File: config.mk
export PLATFORM = sky130hd
export DESIGN_NAME = ean8_scanline_decoder_top
export DESIGN_NICKNAME = d
export VERILOG_FILES = /design/src/rtl/e8sd_pkg.sv /design/src/rtl/ean8_scanline_decoder_top.sv /design/src/rtl/e8sd_code_match.sv
export SDC_FILE = /design/constraint.sdc
export NUM_CORES = 1
export LEC_CHECK = 0
export ABC_AREA = 1
export BUFFER_PORTS_ARGS = -buffer_cell sky130_fd_sc_hd__buf_4
export CAP_MARGIN = 25
export CORE_ASPECT_RATIO = 2
export CORE_MARGIN = 8
export CORE_UTILIZATION = 55
export CTS_CLUSTER_DIAMETER = 60
export DETAILED_ROUTE_END_ITERATION = 10
export PLACE_DENSITY = 0.77
export SETUP_SLACK_MARGIN = 0.2
export SLEW_MARGIN = 25
export SYNTH_ARGS = -nofsm -noshare
export SYNTH_HDL_FRONTEND = slang
export SYNTH_SLANG_ARGS = --single-unit
File: constraint.sdc
create_clock -name clk -period 11.61 [get_ports clk]
set_clock_uncertainty 0.1 [all_clocks]
set_input_delay 2.322 -clock clk [delete_from_list [all_inputs] [get_ports clk]]
set_output_delay 2.322 -clock clk [all_outputs]
set_load 0.05 [all_outputs]
File: src/rtl/e8sd_pkg.sv
// e8sd_pkg: shared widths, constants and the EAN-8 L-code table
// for the EAN-8 scanline decoder; no dependencies
`default_nettype none

package e8sd_pkg;

	// line geometry
	localparam int MAX_LINE_PIXELS = 4096;
	localparam int COL_W = $clog2(MAX_LINE_PIXELS) + 1;
	localparam int EDGE_W = 12;
	localparam int MW_W = 6;
	localparam int CFG_DATA_W = 12;
	localparam int CFG_IDX_W = 2;

	// five-pixel sum threshold: an average of 129 or more (sum 645) reads as light
	localparam logic [10:0] SUM_THRESHOLD = 11'd645;

	// bit positions of the two halves
	localparam logic [6:0] LEFT_FIRST = 7'd3;
	localparam logic [6:0] LEFT_LAST = 7'd30;
	localparam logic [6:0] RIGHT_FIRST = 7'd36;
	localparam logic [6:0] RIGHT_LAST = 7'd63;
	localparam logic [6:0] BIT_COUNT_MAX = 7'd127;

	// configuration register indexes
	typedef enum logic [CFG_IDX_W-1:0] {
		CFG_LEFT_EDGE = 2'd0,
		CFG_RIGHT_EDGE = 2'd1,
		CFG_MODULE_WIDTH = 2'd2
	} cfg_idx_t;

	// L-code patterns of digits 0..9
	typedef logic [6:0] code_t;
	localparam code_t LCODE [10] = '{
		7'h0D, 7'h19, 7'h13, 7'h3D, 7'h23, 7'h31, 7'h2F, 7'h3B, 7'h37, 7'h0B
	};

	// result of matching one 7-bit group
	typedef struct packed {
		logic [3:0] value;
		logic matched;
	} match_t;

endpackage

`default_nettype wire

File: src/rtl/ean8_scanline_decoder_top.sv
// ean8_scanline_decoder_top: pixel stream in, decoded EAN-8 digits out
// depends on e8sd_pkg and e8sd_code_match
`default_nettype none

// One pixel transaction per clock is accepted and one digit transaction is
// produced for every completed 7-bit group, up to eight per scanline. A pixel goes
// through an input register and the line state update into the result
// register, which holds the digit on the output until it is taken.
// The input stalls only while a digit waits in the result register
// under an output stall and the pixel in the input register makes another.
// Sample points sit at left_edge + module_width/2 and every module_width
// pixels after, below right_edge; each is decided from the five pixels centred
// on it, when the pixel two columns to its right arrives. line_start (or the
// first pixel after reset) begins a line; left_edge takes effect at line begin.
// Configuration is to be written only while no pixel is in flight; the block does not enforce it.
module ean8_scanline_decoder_top
	import e8sd_pkg::*;
(
	input  wire  logic                  clk,
	input  wire  logic                  arst_n,
	// configuration write port
	input  wire  logic                  cfg_write,
	input  wire  logic [CFG_IDX_W-1:0]  cfg_index,
	input  wire  logic [CFG_DATA_W-1:0] cfg_data,
	// pixel channel
	input  wire  logic                  in_valid,
	output logic                        in_stall,
	input  wire  logic [7:0]            pixel_red,
	input  wire  logic                  line_start,
	// digit channel
	output logic                        out_valid,
	input  wire  logic                  out_stall,
	output logic [3:0]                  digit_value,
	output logic                        digit_matched,
	output logic [2:0]                  digit_index,
	output logic                        last_digit
);

	// configuration registers
	logic [EDGE_W-1:0] left_edge_q;
	logic [EDGE_W-1:0] right_edge_q;
	logic [MW_W-1:0]   module_width_q;

	always_ff @(posedge clk or negedge arst_n) begin
		if (!arst_n) begin
			left_edge_q <= '0;
			right_edge_q <= '1;
			module_width_q <= MW_W'(1);
		end else if (cfg_write) begin
			case (cfg_index)
				CFG_LEFT_EDGE:    left_edge_q <= cfg_data[EDGE_W-1:0];
				CFG_RIGHT_EDGE:   right_edge_q <= cfg_data[EDGE_W-1:0];
				CFG_MODULE_WIDTH: module_width_q <= cfg_data[MW_W-1:0];
				default:          ;
			endcase
		end
	end

	// input register
	logic       valid_s1;
	logic [7:0] pixel_s1;
	logic       start_s1;
	logic       advance;
	logic       in_take;

	assign in_stall = valid_s1 && !advance;
	assign in_take = in_valid && !in_stall;

	always_ff @(posedge clk or negedge arst_n) begin
		if (!arst_n) begin
			valid_s1 <= 1'b0;
		end else if (in_take) begin
			valid_s1 <= 1'b1;
		end else if (advance) begin
			valid_s1 <= 1'b0;
		end
	end

	always_ff @(posedge clk) begin
		if (in_take) begin
			pixel_s1 <= pixel_red;
			start_s1 <= line_start;
		end
	end

	// line state
	logic [COL_W-1:0] pixel_column_q;
	logic [7:0]       window_q [4];
	logic [COL_W-1:0] next_sample_q;
	logic [6:0]       bit_count_q;
	code_t            group_bits_q;
	logic [3:0]       digits_done_q;

	// effective state after a possible line begin
	logic             line_begin;
	logic             line_over;
	logic [COL_W-1:0] col_e;
	logic [7:0]       win_e [4];
	logic [COL_W-1:0] next_e;
	logic [6:0]       bc_e;
	code_t            gb_e;
	logic [3:0]       dd_e;

	assign line_begin = start_s1 || (pixel_column_q == '0);
	assign line_over = !line_begin && (pixel_column_q >= COL_W'(MAX_LINE_PIXELS));

	always_comb begin
		col_e = line_begin ? '0 : pixel_column_q;
		next_e = line_begin ? (COL_W'(left_edge_q) + COL_W'(module_width_q >> 1))
		                    : next_sample_q;
		bc_e = line_begin ? '0 : bit_count_q;
		gb_e = line_begin ? '0 : group_bits_q;
		dd_e = line_begin ? '0 : digits_done_q;
		for (int i = 0; i < 4; i++) begin
			win_e[i] = line_begin ? '0 : window_q[i];
		end
	end

	// sample decision
	logic              sample;
	logic [10:0]       sum;
	logic              bit_val;
	logic              in_left;
	logic              in_right;
	logic [4:0]        off;
	logic [1:0]        grp;
	logic [4:0]        rem;
	logic              group_done;
	code_t             gb_next;
	logic              produce;
	match_t            match;

	assign sample = (next_e < COL_W'(right_edge_q))
	             && ({1'b0, col_e} == ({1'b0, next_e} + (COL_W+1)'(2)));
	assign sum = 11'(win_e[0]) + 11'(win_e[1]) + 11'(win_e[2]) + 11'(win_e[3])
	           + 11'(pixel_s1);
	assign bit_val = (sum < SUM_THRESHOLD);
	assign in_left = (bc_e >= LEFT_FIRST) && (bc_e <= LEFT_LAST);
	assign in_right = (bc_e >= RIGHT_FIRST) && (bc_e <= RIGHT_LAST);

	// offset within the half, split into group number and position
	always_comb begin
		off = in_left ? 5'(bc_e - LEFT_FIRST) : 5'(bc_e - RIGHT_FIRST);
		grp = 2'(off >= 5'd7) + 2'(off >= 5'd14) + 2'(off >= 5'd21);
		rem = off - 5'(7 * grp);
	end

	assign gb_next = {gb_e[5:0], bit_val};
	assign group_done = sample && (in_left || in_right) && (rem == 5'd6);
	assign produce = valid_s1 && !line_over && group_done;

	e8sd_code_match u_match (
		.group_bits (gb_next),
		.right_half (in_right),
		.result     (match)
	);

	// s1 moves on unless it makes a digit that has nowhere to go
	assign advance = valid_s1 && (!produce || !out_valid || !out_stall);

	always_ff @(posedge clk or negedge arst_n) begin
		if (!arst_n) begin
			pixel_column_q <= '0;
			next_sample_q <= '0;
			bit_count_q <= '0;
			group_bits_q <= '0;
			digits_done_q <= '0;
			for (int i = 0; i < 4; i++) begin
				window_q[i] <= '0;
			end
		end else if (advance && !line_over) begin
			pixel_column_q <= col_e + COL_W'(1);
			window_q[0] <= win_e[1];
			window_q[1] <= win_e[2];
			window_q[2] <= win_e[3];
			window_q[3] <= pixel_s1;
			next_sample_q <= sample ? (next_e + COL_W'(module_width_q)) : next_e;
			bit_count_q <= (sample && bc_e != BIT_COUNT_MAX) ? bc_e + 7'd1 : bc_e;
			if (group_done) begin
				group_bits_q <= '0;
				digits_done_q <= dd_e + 4'd1;
			end else begin
				group_bits_q <= (sample && (in_left || in_right)) ? gb_next : gb_e;
				digits_done_q <= dd_e;
			end
		end
	end

	// result register
	logic [2:0] idx;

	assign idx = {in_right, grp};

	always_ff @(posedge clk or negedge arst_n) begin
		if (!arst_n) begin
			out_valid <= 1'b0;
		end else if (advance && produce) begin
			out_valid <= 1'b1;
		end else if (!out_stall) begin
			out_valid <= 1'b0;
		end
	end

	always_ff @(posedge clk) begin
		if (advance && produce) begin
			digit_value <= match.value;
			digit_matched <= match.matched;
			digit_index <= idx;
			last_digit <= (idx == 3'd7);
		end
	end

endmodule

`default_nettype wire

File: src/rtl/e8sd_code_match.sv
// e8sd_code_match: matches one 7-bit group against the L-code table,
// inverting first for the right half (R-code); uses e8sd_pkg
`default_nettype none

module e8sd_code_match
	import e8sd_pkg::*;
(
	input  wire code_t  group_bits,
	input  wire logic   right_half,
	output match_t      result
);

	code_t pattern;

	// R-code is the bitwise complement of L-code
	assign pattern = right_half ? ~group_bits : group_bits;

	// table search over the ten codes, the lowest matching digit wins
	always_comb begin
		result = '0;
		for (int d = 9; d >= 0; d--) begin
			if (LCODE[d] == pattern) begin
				result.value = 4'(d);
				result.matched = 1'b1;
			end
		end
	end

endmodule

`default_nettype wire

==> flow_summary.ini, run 1 <==
[worst_setup_path]
crit_arrival_ns = 6.61
critical_path_class = register to primary output
cp_top_family = simple AND/OR/NAND/NOR gates
max_stage_delay_ns = 0.52
ff2ff_setup_slack_ns = 4.52
cp_slowest_cell = fa_1
critPathBufInv = 5
cp.depth = 24
worstReg2RegEnd = pixel_s1[6]
r2r_cells = 27
critPathLaunch = pixel_column_q[8]
path_max_fanout = 41
cp.required_ns = 9.19
r2r_start = pixel_column_q[8]
worstSetupEndpointType = primary output
crit_path_end = in_stall
crit_path_cell_trace = or2_0, nor2_1, nand2_2, nand2_4, inv_2, buf_4, o21ai_0, nand3_2, o21ai_0, o21ai_0, a21oi_1, fa_1, inv_1, fa_1, ha_1, a21oi_1, o211a_1, nand2_1, nor2_1, nand4_1, inv_1, nand2_1, nor2_1, buf_4
worstSetupStartpointType = register

[clock_network]
clockRootBuffer = clkbuf_16
cts_tree = done
clockBufferDepth = 2
cts_setup_buffers = 0
clkLatencyLatePin_ns = 0.42
ctsHoldBuffers = 0
cts.clk_slew.worst_paths_ns = 0.06
cts_resized = 0
cts_made_buffers = 17
cts_max_level = 4
clkSinkCount = 121

[run]
drv_cap = 0

[route]
m1WireLength_microns = 10700
avgRoutedWirePerCell_microns = 15.1
drc_errors = 0
viasPerCell = 5.52
route.met2.wl_microns = 11700
drtIter0Drc = 652
dr.pass1.iters = 5
wl_met3_microns = 1340
ant_nets = 0
maxUsedRoutingLayer = met4
wl_microns = 24500
vias = 8964

[synth]
yosys.cell_types.count = 49
yosysWarnings = 0
synth_area_per_cell_sq_um = 7.07
synth-seq-cells = 121
yosys_most_used_dff = dfrtp_1
ys_seq_area_share_pct = 32.3
yosys-top-cells-area = dfrtp_1, nand2_1, nand3_1
synth_nets = 1474
netlist_area_sq_um = 9710
synth_edf_count = 18
async_reset_ff_share_pct = 85.1
netlist_instances = 1374
synth_top_area_share_pct = 23.2
netlist.top_cell.by_area = dfrtp_1

[sta]
tns_ns = 0
relSlewSlack_pct = 37.2
finalHoldViolCount = 0
setup_viol = 0
slew_violations = 0
period_share_pct = 77.8
grt_setup_unrepaired = no
min_period_ns = 9.04
fmax_ghz = 0.111
worst_pin_slew_ns = 0.939

[die]
num_io_pins = 39
dieArea_sq_um = 22400
start_util_pct = 55.4
die_y_microns = 204
placementRows = 69
dieWidth_microns = 110
core_area_sq_um = 17500

[finish]
antenna_cells = 0
drive_gt1_share_pct = 9.86
area_delta_synth_final_pct = 9.73
layout.nets = 1497
multi_input_area_sq_um = 5520
nFillCells = 1589
final_cell_mix = nand2_1, inv_1, nand3_1, dfrtp_1, nor2_1
final_area_sq_um = 10700
mostFrequentLayoutCell = nand2_1
seq_area_sq_um = 3130

[place]
dp_hpwl_microns = 17600
gp_congestion = 0.967
io_buffers = 38
placed_area_sq_um = 10000

[power]
finalPower_mw = 1.63
p_leak_nw = 5.88
powerDensity_nw_per_um2 = 153
vdd_drop_max_uv = 148

[grt]
grt_pass1_wl_microns = 41900
grt_pass1_vias = 8808
antenna_found_initial = 0
gr-usage-all-layers_pct = 23.2
grt_remaining_overflow = 0
grt_max_degree = 72

[run_status]
outcome = complete, no violations

[min_path]
hold_path.class = register to register
-- how the worst min path moves through the flow --
stage | cells past startpoint | startpoint | slack, ns | end
2_1_floorplan | 2 | next_sample_q[7] | 0.33 | next_sample_q[7]
3_3_place_gp | 2 | window_q[12] | 0.35 | window_q[12]
3_5_place_dp | 2 | window_q[18] | 0.36 | window_q[18]
4_1_cts | 2 | window_q[11] | 0.37 | window_q[11]
5_1_grt | 2 | window_q[9] | 0.39 | window_q[9]
6_report | 2 | window_q[11] | 0.37 | window_q[11]
-- worst reg2reg max path: cells and delay by family, from the launching register on --
kind	cells	cell delay, ns
AOI/OAI and AO/OA	4	1.11
adders and majority gates	3	1.30
buffers and inverters	6	1.67
DFF	1	0.42
and+or+nand+nor	14	2.11
-- cells in the mapped netlist (all sizes together), types with 13 or more instances --
| cell | number |
|---|---|
| nand3 | 167 |
| ha | 44 |
| nor2 | 84 |
| edfxtp | 18 |
| inv | 214 |
| nand4 | 32 |
| nand2 | 470 |
| clkbuf | 13 |
| nor3 | 16 |
| buf | 26 |
| dfstp | 13 |
| dfrtp | 90 |
| xor2 | 30 |
| o21ai | 59 |
| fa | 28 |
| a21oi | 30 |
-- report_power, final --
group / switching (mW) / total (mW) / leakage (nW) / internal [mW]
Clock: 0.200 / 0.557 / 0.288 / 0.357
Combinational: 0.379 / 0.566 / 4.11 / 0.187
Sequential: 0.0342 / 0.512 / 1.49 / 0.478
Total: 0.613 / 1.63 / 5.88 / 1.02
-- metal layers --
metal  track usage (%)  up-vias
li1                  -     4397
met1              29.9     4241
met2              37.6      263
met3              3.60       63
met4              8.94        0
met5                 0        -
-- registers in the layout, indices dropped and copies added (netlist names) --
name and cells:
pixel_s1 8, digit_matched 1, bit_count_q 7, right_edge_q 12, group_bits_q 6, start_s1 1, digit_index 3, valid_s1 1
window_q 32, digit_value 4, last_digit 1, pixel_column_q 13, module_width_q 6, out_valid 1, left_edge_q 12, next_sample_q 13
-- metrics by stage --
stage          util (%)  worst slack [ns]  hold WS [ns]  cells
2_1_floorplan         -              3.75         0.334   1374
3_3_place_gp       57.3              3.31         0.353   1591
3_5_place_dp       57.3              3.15         0.358   1591
4_1_cts            60.8              2.66         0.373   1623
5_1_grt            60.8              2.02         0.387   1623
6_report           60.8              2.57         0.371   1623
-- cell type report --
cell class,count,area share (%)
Inverter,214,7.54
Tap cell,213,2.50
Clock buffer,19,4.06
Multi-Input combinational cell,1000,51.8
Timing Repair Buffer,43,3.03
Clock inverter,13,1.67
Sequential cell,121,29.4
-- cells by family (layout without fill, tap and decap cells) --
| family | after synthesis | in the layout | share of synthesized area (%) |
|---|---|---|---|
| buf+inv | 253 | 289 | 11.0 |
| flops | 121 | 121 | 32.3 |
| xor+xnor | 41 | 41 | 3.70 |
| fa+ha+maj | 72 | 72 | 11.4 |
| compound gates | 102 | 102 | 5.78 |
| simple gates | 785 | 785 | 35.8 |
(Power assumes the default switching activity.)
==> run 2, diff against run 1 <==
- ABC_AREA: 1 -> 0
- clock period: 11.61 -> 8.8 ns (I/O delays scaled with it)
==> run 2 against run 1 <==
Largest power group unchanged. Largest cell class unchanged. Sequential share of layout area increased by 0.50 points. Cell area down 1.7%. Critical path type unchanged. Hold slack got worse by 0.0044 ns.
==> flow_summary.ini, run 2 <==
[worst_setup_path]
worstSetupStartpointType = register
crit_path_end = in_stall
critPathLaunch = pixel_column_q[1]
crit_arrival_ns = 6.30
worstSetupEndpointType = primary output
path_max_fanout = 7
critical_path_class = register to primary output
r2r_start = pixel_column_q[2]
crit_path_cell_trace = nor4_4, a41oi_4, nand2_2, inv_1, ha_1, nand2_1, a2111oi_0, o31a_1, or2_2, inv_1, nand2_1, nand2_1, a21oi_1, fa_1, inv_1, fa_1, ha_1, xor2_1, nor4b_1, o21ai_2, or2_4, nor3_4, buf_4
cp_slowest_cell = fa_1
cp.required_ns = 6.94
r2r_cells = 23
ff2ff_setup_slack_ns = 1.72
max_stage_delay_ns = 0.61
worstReg2RegEnd = digit_matched

[clock_network]
clkLatencyLatePin_ns = 0.43
clkSinkCount = 121
cts_tree = done
cts_max_level = 4
clockBufferDepth = 2
clockRootBuffer = clkbuf_16
cts_made_buffers = 17
cts.clk_slew.worst_paths_ns = 0.06

[route]
wl_microns = 23800
drc_errors = 0
avgRoutedWirePerCell_microns = 18.6
ant_nets = 0
dr.pass1.iters = 5
drtIter0Drc = 497
vias = 7887
viasPerCell = 6.17

[grt]
grt_max_degree = 69
grt_pass1_vias = 8011
antenna_found_initial = 0
grt_remaining_overflow = 0
gr-usage-all-layers_pct = 22.7
grt_pass1_wl_microns = 38700

[synth]
yosys.cell_types.count = 91
yosys_most_used_dff = dfrtp_1
synth_top_area_share_pct = 24.2
synthMostInstantiatedCell = nand2_1
synth-seq-cells = 121
synth_nets = 1137
yosysWarnings = 0
synth_area_per_cell_sq_um = 8.97
ys_seq_area_share_pct = 33.7
async_reset_ff_share_pct = 85.1
yosys-top-cells-area = dfrtp_1, fa_1, ha_1
synth_edf_count = 18
netlist_area_sq_um = 9300
netlist.top_cell.by_area = dfrtp_1
ys_top_cells_by_count = nand2_1, dfrtp_1, inv_1, o21ai_0, nor2_1
netlist_instances = 1037

[finish]
layout.nets = 1159
mostFrequentLayoutCell = nand2_1
final_cell_mix = nand2_1, dfrtp_1, inv_1, o21ai_0, nor2_1
largest_register_ffs = 32
finalCoreUtilization_pct = 62.8
area_delta_synth_final_pct = 12.7
antenna_cells = 0
top_regs = window_q x32, next_sample_q x13, pixel_column_q x13
drive_gt1_share_pct = 16.4
final_area_sq_um = 10500
largest_register = window_q

[sta]
grt_setup_unrepaired = no
min_period_ns = 8.16
fmax_ghz = 0.123
slew_violations = 0
worst_pin_slew_ns = 0.948
period_share_pct = 92.7
relSlewSlack_pct = 35.2
hold_ws_ns = 0.367
finalHoldViolCount = 0
tns_ns = 0
setup_viol = 0

[die]
dieWidth_microns = 108
dieArea_sq_um = 21600
start_util_pct = 55.8
core_area_sq_um = 16700
num_io_pins = 39
placementRows = 67
die_y_microns = 200

[place]
gp_congestion = 0.998
dp_hpwl_microns = 17200
io_buffers = 38
placed_area_sq_um = 9730

[power]
finalPower_mw = 2.25
powerDensity_nw_per_um2 = 215
combPwrFrac_pct = 35.4
vdd_drop_max_uv = 162
p_leak_nw = 4.65
p_seq_share_pct = 31.4
p_clk_share_pct = 33.3
p_int_mw = 1.43
swShare_pct = 36.3
p_switching_uw = 815

[run]
drv_cap = 0

[run_status]
outcome = complete, no violations

[min_path]
hold_path.class = register to register
run 2: per-stage QoR:
stage	worst slack [ns]	instances
final	0.642	1279
after floorplan	0.266	1037
after CTS	0.206	1271
after global routing	0.266	1279
after global placement	0.837	1239
after detailed placement	0.666	1239
run 2: cells by family (layout without fill, tap and decap cells):
| group | Yosys count | in the layout | synth area share, % |
|---|---|---|---|
| muxes | 51 | 51 | 6.44 |
| buffers and inverters | 143 | 176 | 6.23 |
| AOI/OAI and AO/OA | 257 | 259 | 18.6 |
| adders and majority gates | 72 | 72 | 11.9 |
| and+or+nand+nor | 359 | 359 | 19.9 |
| xor gates and xnor gates | 34 | 34 | 3.20 |
| DFF | 121 | 121 | 33.7 |
run 2: power groups by stage:
stage | clock, mW | combinational [mW] | sequential (mW)
after floorplan | 0 | 0.597 | 0.685
after global placement | 0 | 0.749 | 0.711
after detailed placement | 0 | 0.767 | 0.713
after CTS | 0.759 | 0.777 | 0.703
after global routing | 0.780 | 0.880 | 0.713
final | 0.748 | 0.795 | 0.706
run 2: routing by layer:
metal,GRT usage (%),vias up,wire length (microns)
met3,4.08,88,853
met5,0,-,0
li1,-,3733,-
met2,42.5,214,13200
met4,16.2,0,1530
met1,21.4,3852,8250
run 2: cell type report:
| class | count | area (sq um) |
|---|---|---|
| Sequential cell | 121 | 3130 |
| Clock inverter | 13 | 166 |
| Fill cell | 1361 | 6200 |
| Inverter | 90 | 338 |
| Multi-Input combinational cell | 775 | 5710 |
| Timing Repair Buffer | 54 | 405 |
| Clock buffer | 19 | 464 |
| Tap cell | 207 | 259 |
run 2: worst min path at each step:
stage,depth (start not counted),end,startpoint,slack (ns)
after global routing,2,window_q[20],window_q[20],0.40
after CTS,2,window_q[0],window_q[0],0.37
after detailed placement,2,window_q[0],window_q[0],0.36
final,2,window_q[0],window_q[0],0.37
after global placement,2,window_q[0],window_q[0],0.35
after floorplan,2,window_q[0],window_q[0],0.34
run 2: timing repair:
action                                  in CTS  in global routing
endpoints found under the setup margin       0                  1
hold buffers                                 0                  0
buffers inserted                             0                  6
gates resized for setup                      0                  7
run 2: critical path, delay by kind of cell (launching register included):
kind | cells | cell delay, ns
AOI/OAI and AO/OA | 5 | 0.98
xor gates and xnor gates | 1 | 0.16
buffers and inverters | 4 | 0.51
DFF | 1 | 0.47
and+or+nand+nor | 9 | 2.13
adders and majority gates | 4 | 1.64
==> run 3, diff against run 2 <==
- ABC_AREA: 0 -> unset
- SYNTH_HIERARCHICAL: unset -> 1
==> run 3 against run 2 <==
Non-clock buffer count decreased by 4. Cell area down 6.1%. Utilization fell by 0.11 points. Sequential share of layout area rose by 1.9 points. Flip-flop and latch count did not move. Count of clock-buffer cells in the layout fell by 1. Global-route usage down 0.98 points. Sequential power is essentially flat. Cell count decreased by 10%. Largest power group unchanged.
==> flow_summary.ini, run 3 <==
[clock_network]
clockBufferDepth = 2
cts_max_level = 4
clockRootBuffer = clkbuf_16
cts_made_buffers = 17
clkLatencyLatePin_ns = 0.43
cts.clk_slew.worst_paths_ns = 0.05
clkSinkCount = 121
cts_setup_buffers = 0
cts_tree = done
ctsHoldBuffers = 0

[synth]
async_reset_ff_share_pct = 85.1
synth_area_per_cell_sq_um = 9.74
ys_top_cells_by_count = dfrtp_1, nand2_1, o21ai_0, and2_1, a21oi_1
yosys-top-cells-area = dfrtp_1, edfxtp_1, fa_1
synthMostInstantiatedCell = dfrtp_1
synth_edf_count = 18
ys_seq_area_share_pct = 35.6
yosysWarnings = 6
yosys.cell_types.count = 83
synth-seq-cells = 121
yosys_most_used_dff = dfrtp_1
synth_top_area_share_pct = 25.6
synth_nets = 999
netlist_instances = 903
netlist.top_cell.by_area = dfrtp_1
netlist_area_sq_um = 8790

[worst_setup_path]
worstReg2RegEnd = digit_matched
r2r_cells = 25
critPathBufInv = 1
critPathLaunch = pixel_column_q[11]
cp_slowest_cell = fa_1
cp.required_ns = 6.94
cp_top_family = simple AND/OR/NAND/NOR gates
critical_path_class = register to primary output
max_stage_delay_ns = 0.68
crit_path_cell_trace = nor4_4, and4_4, a21oi_4, and2_1, ha_1, nand2b_1, o21a_1, a211oi_1, o32a_1, nand2b_1, o211ai_1, fa_1, ha_1, ha_1, ha_1, xor2_1, nor2_1, o211ai_1, nor2_2, nand4_1, nor2_1, buf_4
ff2ff_setup_slack_ns = 1.24
worstSetupEndpointType = primary output
worstSetupStartpointType = register
crit_arrival_ns = 6.26
cpMostUsedCell = ha_1
r2r_start = pixel_column_q[11]
path_max_fanout = 7

[route]
avgRoutedWirePerCell_microns = 18.8
drc_errors = 0
drtIter0Drc = 342
m1WireLength_microns = 7500
dr.pass1.iters = 5
viasPerCell = 6.18
wl_microns = 21500
ant_nets = 0
maxUsedRoutingLayer = met4
wl_met3_microns = 579
route.met2.wl_microns = 12100
vias = 7083

[finish]
antenna_cells = 0
nFillCells = 1322
area_delta_synth_final_pct = 11.9
drive_gt1_share_pct = 16.8
mostFrequentLayoutCell = dfrtp_1
largest_register = window_q
largest_register_ffs = 32
top_regs = window_q x32, next_sample_q x13, pixel_column_q x13
final_cell_mix = dfrtp_1, nand2_1, o21ai_0, buf_4, and2_1
layout.nets = 1028

[min_path]
min_to = window_q[3]
hold_start = window_q[3]
hold_path.class = register to register
whs_path_depth = 2

[grt]
grt_pass1_wl_microns = 35800
antenna_found_initial = 0
gr-usage-all-layers_pct = 21.8
grt_max_degree = 73
grt_remaining_overflow = 0
grt_pass1_vias = 7556

[place]
io_buffers = 38
gp_congestion = 0.892
dp_hpwl_microns = 16300

[sta]
fmax_ghz = 0.123
grt_setup_unrepaired = no
setup_viol = 0
period_share_pct = 92.3
min_period_ns = 8.12
slew_violations = 0
tns_ns = 0
relSlewSlack_pct = 33.3
finalHoldViolCount = 0
hold_ws_ns = 0.366
worst_pin_slew_ns = 0.999

[die]
placementRows = 65
dieArea_sq_um = 20500
die_y_microns = 195
core_area_sq_um = 15700
start_util_pct = 56.0
dieWidth_microns = 105
num_io_pins = 39

[run]
drv_cap = 0

[run_status]
outcome = complete, no violations

[power]
powerDensity_nw_per_um2 = 219
p_leak_nw = 4.31
vdd_drop_max_uv = 185
## run 3: cell types whose count changed after synthesis, sizes merged, moves of 8 or more
cell | previous run | this run
a21o | 19 | 7
and2 | 17 | 48
inv | 90 | 37
mux2 | 41 | 55
nand2 | 121 | 90
nand2b | 16 | 8
nor2 | 61 | 42
nor3 | 26 | 5
o21ai | 85 | 61
## run 3: metrics by stage
| step | setup WS, ns | power [mW] | instance area (sq um) | std cells | utilization [%] |
|---|---|---|---|---|---|
| after global routing | 0.216 | 2.29 | 9840 | 1146 | 62.7 |
| after floorplan | 0.406 | 1.28 | 8790 | 903 | - |
| after detailed placement | 0.845 | 1.49 | 9260 | 1114 | 59.0 |
| final | 0.682 | 2.16 | 9840 | 1146 | 62.7 |
| after global placement | 1.06 | 1.47 | 9260 | 1113 | 59.0 |
| after CTS | 0.378 | 2.17 | 9830 | 1146 | 62.6 |
## run 3: worst max path at each step
| stage | endpoint | depth (start not counted) |
|---|---|---|
| 2_1_floorplan | in_stall | 29 |
| 3_3_place_gp | in_stall | 24 |
| 3_5_place_dp | in_stall | 24 |
| 4_1_cts | in_stall | 24 |
| 5_1_grt | in_stall | 22 |
| 6_report | in_stall | 22 |
## run 3: cells by family after synthesis
family / synth area share [%]
flip-flops: 35.6
XOR/XNOR: 4.18
multiplexers: 8.64
buffers and inverters: 3.67
AND/OR/NAND/NOR: 19.1
adder cells (fa/ha/maj): 12.1
AO/OA/AOI/OAI: 16.7
## run 3: power by group
part	switching, mW	internal (mW)
clock network	0.272	0.396
logic	0.456	0.327
registers	0.0676	0.641
total	0.795	1.36
## run 3: timing repair
item | in CTS | in global routing
endpoints found under the setup margin | 0 | 1
gates resized for setup | 0 | 6
hold endpoints to repair | 0 | 0
## run 3: worst reg2reg max path, cell delays in order (launching register included)
cell and delay (ns):
dfrtp_1 0.45, nor4_4 0.43, and4_4 0.33, a21oi_4 0.08, buf_4 0.34, and2_1 0.33, fa_1 0.49, fa_1 0.51
inv_1 0.05, fa_1 0.53, inv_1 0.04, ha_1 0.22, fa_1 0.40, a21o_1 0.19, a21oi_1 0.22, o21bai_1 0.09
a21oi_1 0.22, xnor2_1 0.09, o21ai_0 0.10, nand2_1 0.09, maj3_1 0.36, o21ai_0 0.60, and4bb_4 0.32, a22oi_1 0.22
o22ai_1 0.15, a2111o_1 0.37
## run 3: layout make-up
cell class                 count  area, sq um  share of cell area [%]
inverter                      37          139                    1.41
clock buffer                  18          439                    4.46
multi-input combinational    705         5380                    54.6
tap                          201          251                    2.55
timing repair buffer          50          379                    3.85
clock inverter                14          124                    1.26
sequential                   121         3130                    31.8
## run 3: per-layer routing
layer	up-vias	global-route usage, %
met4	0	15.7
met5	-	0
met3	96	4.04
met2	174	40.8
li1	3331	-
met1	3482	20.1
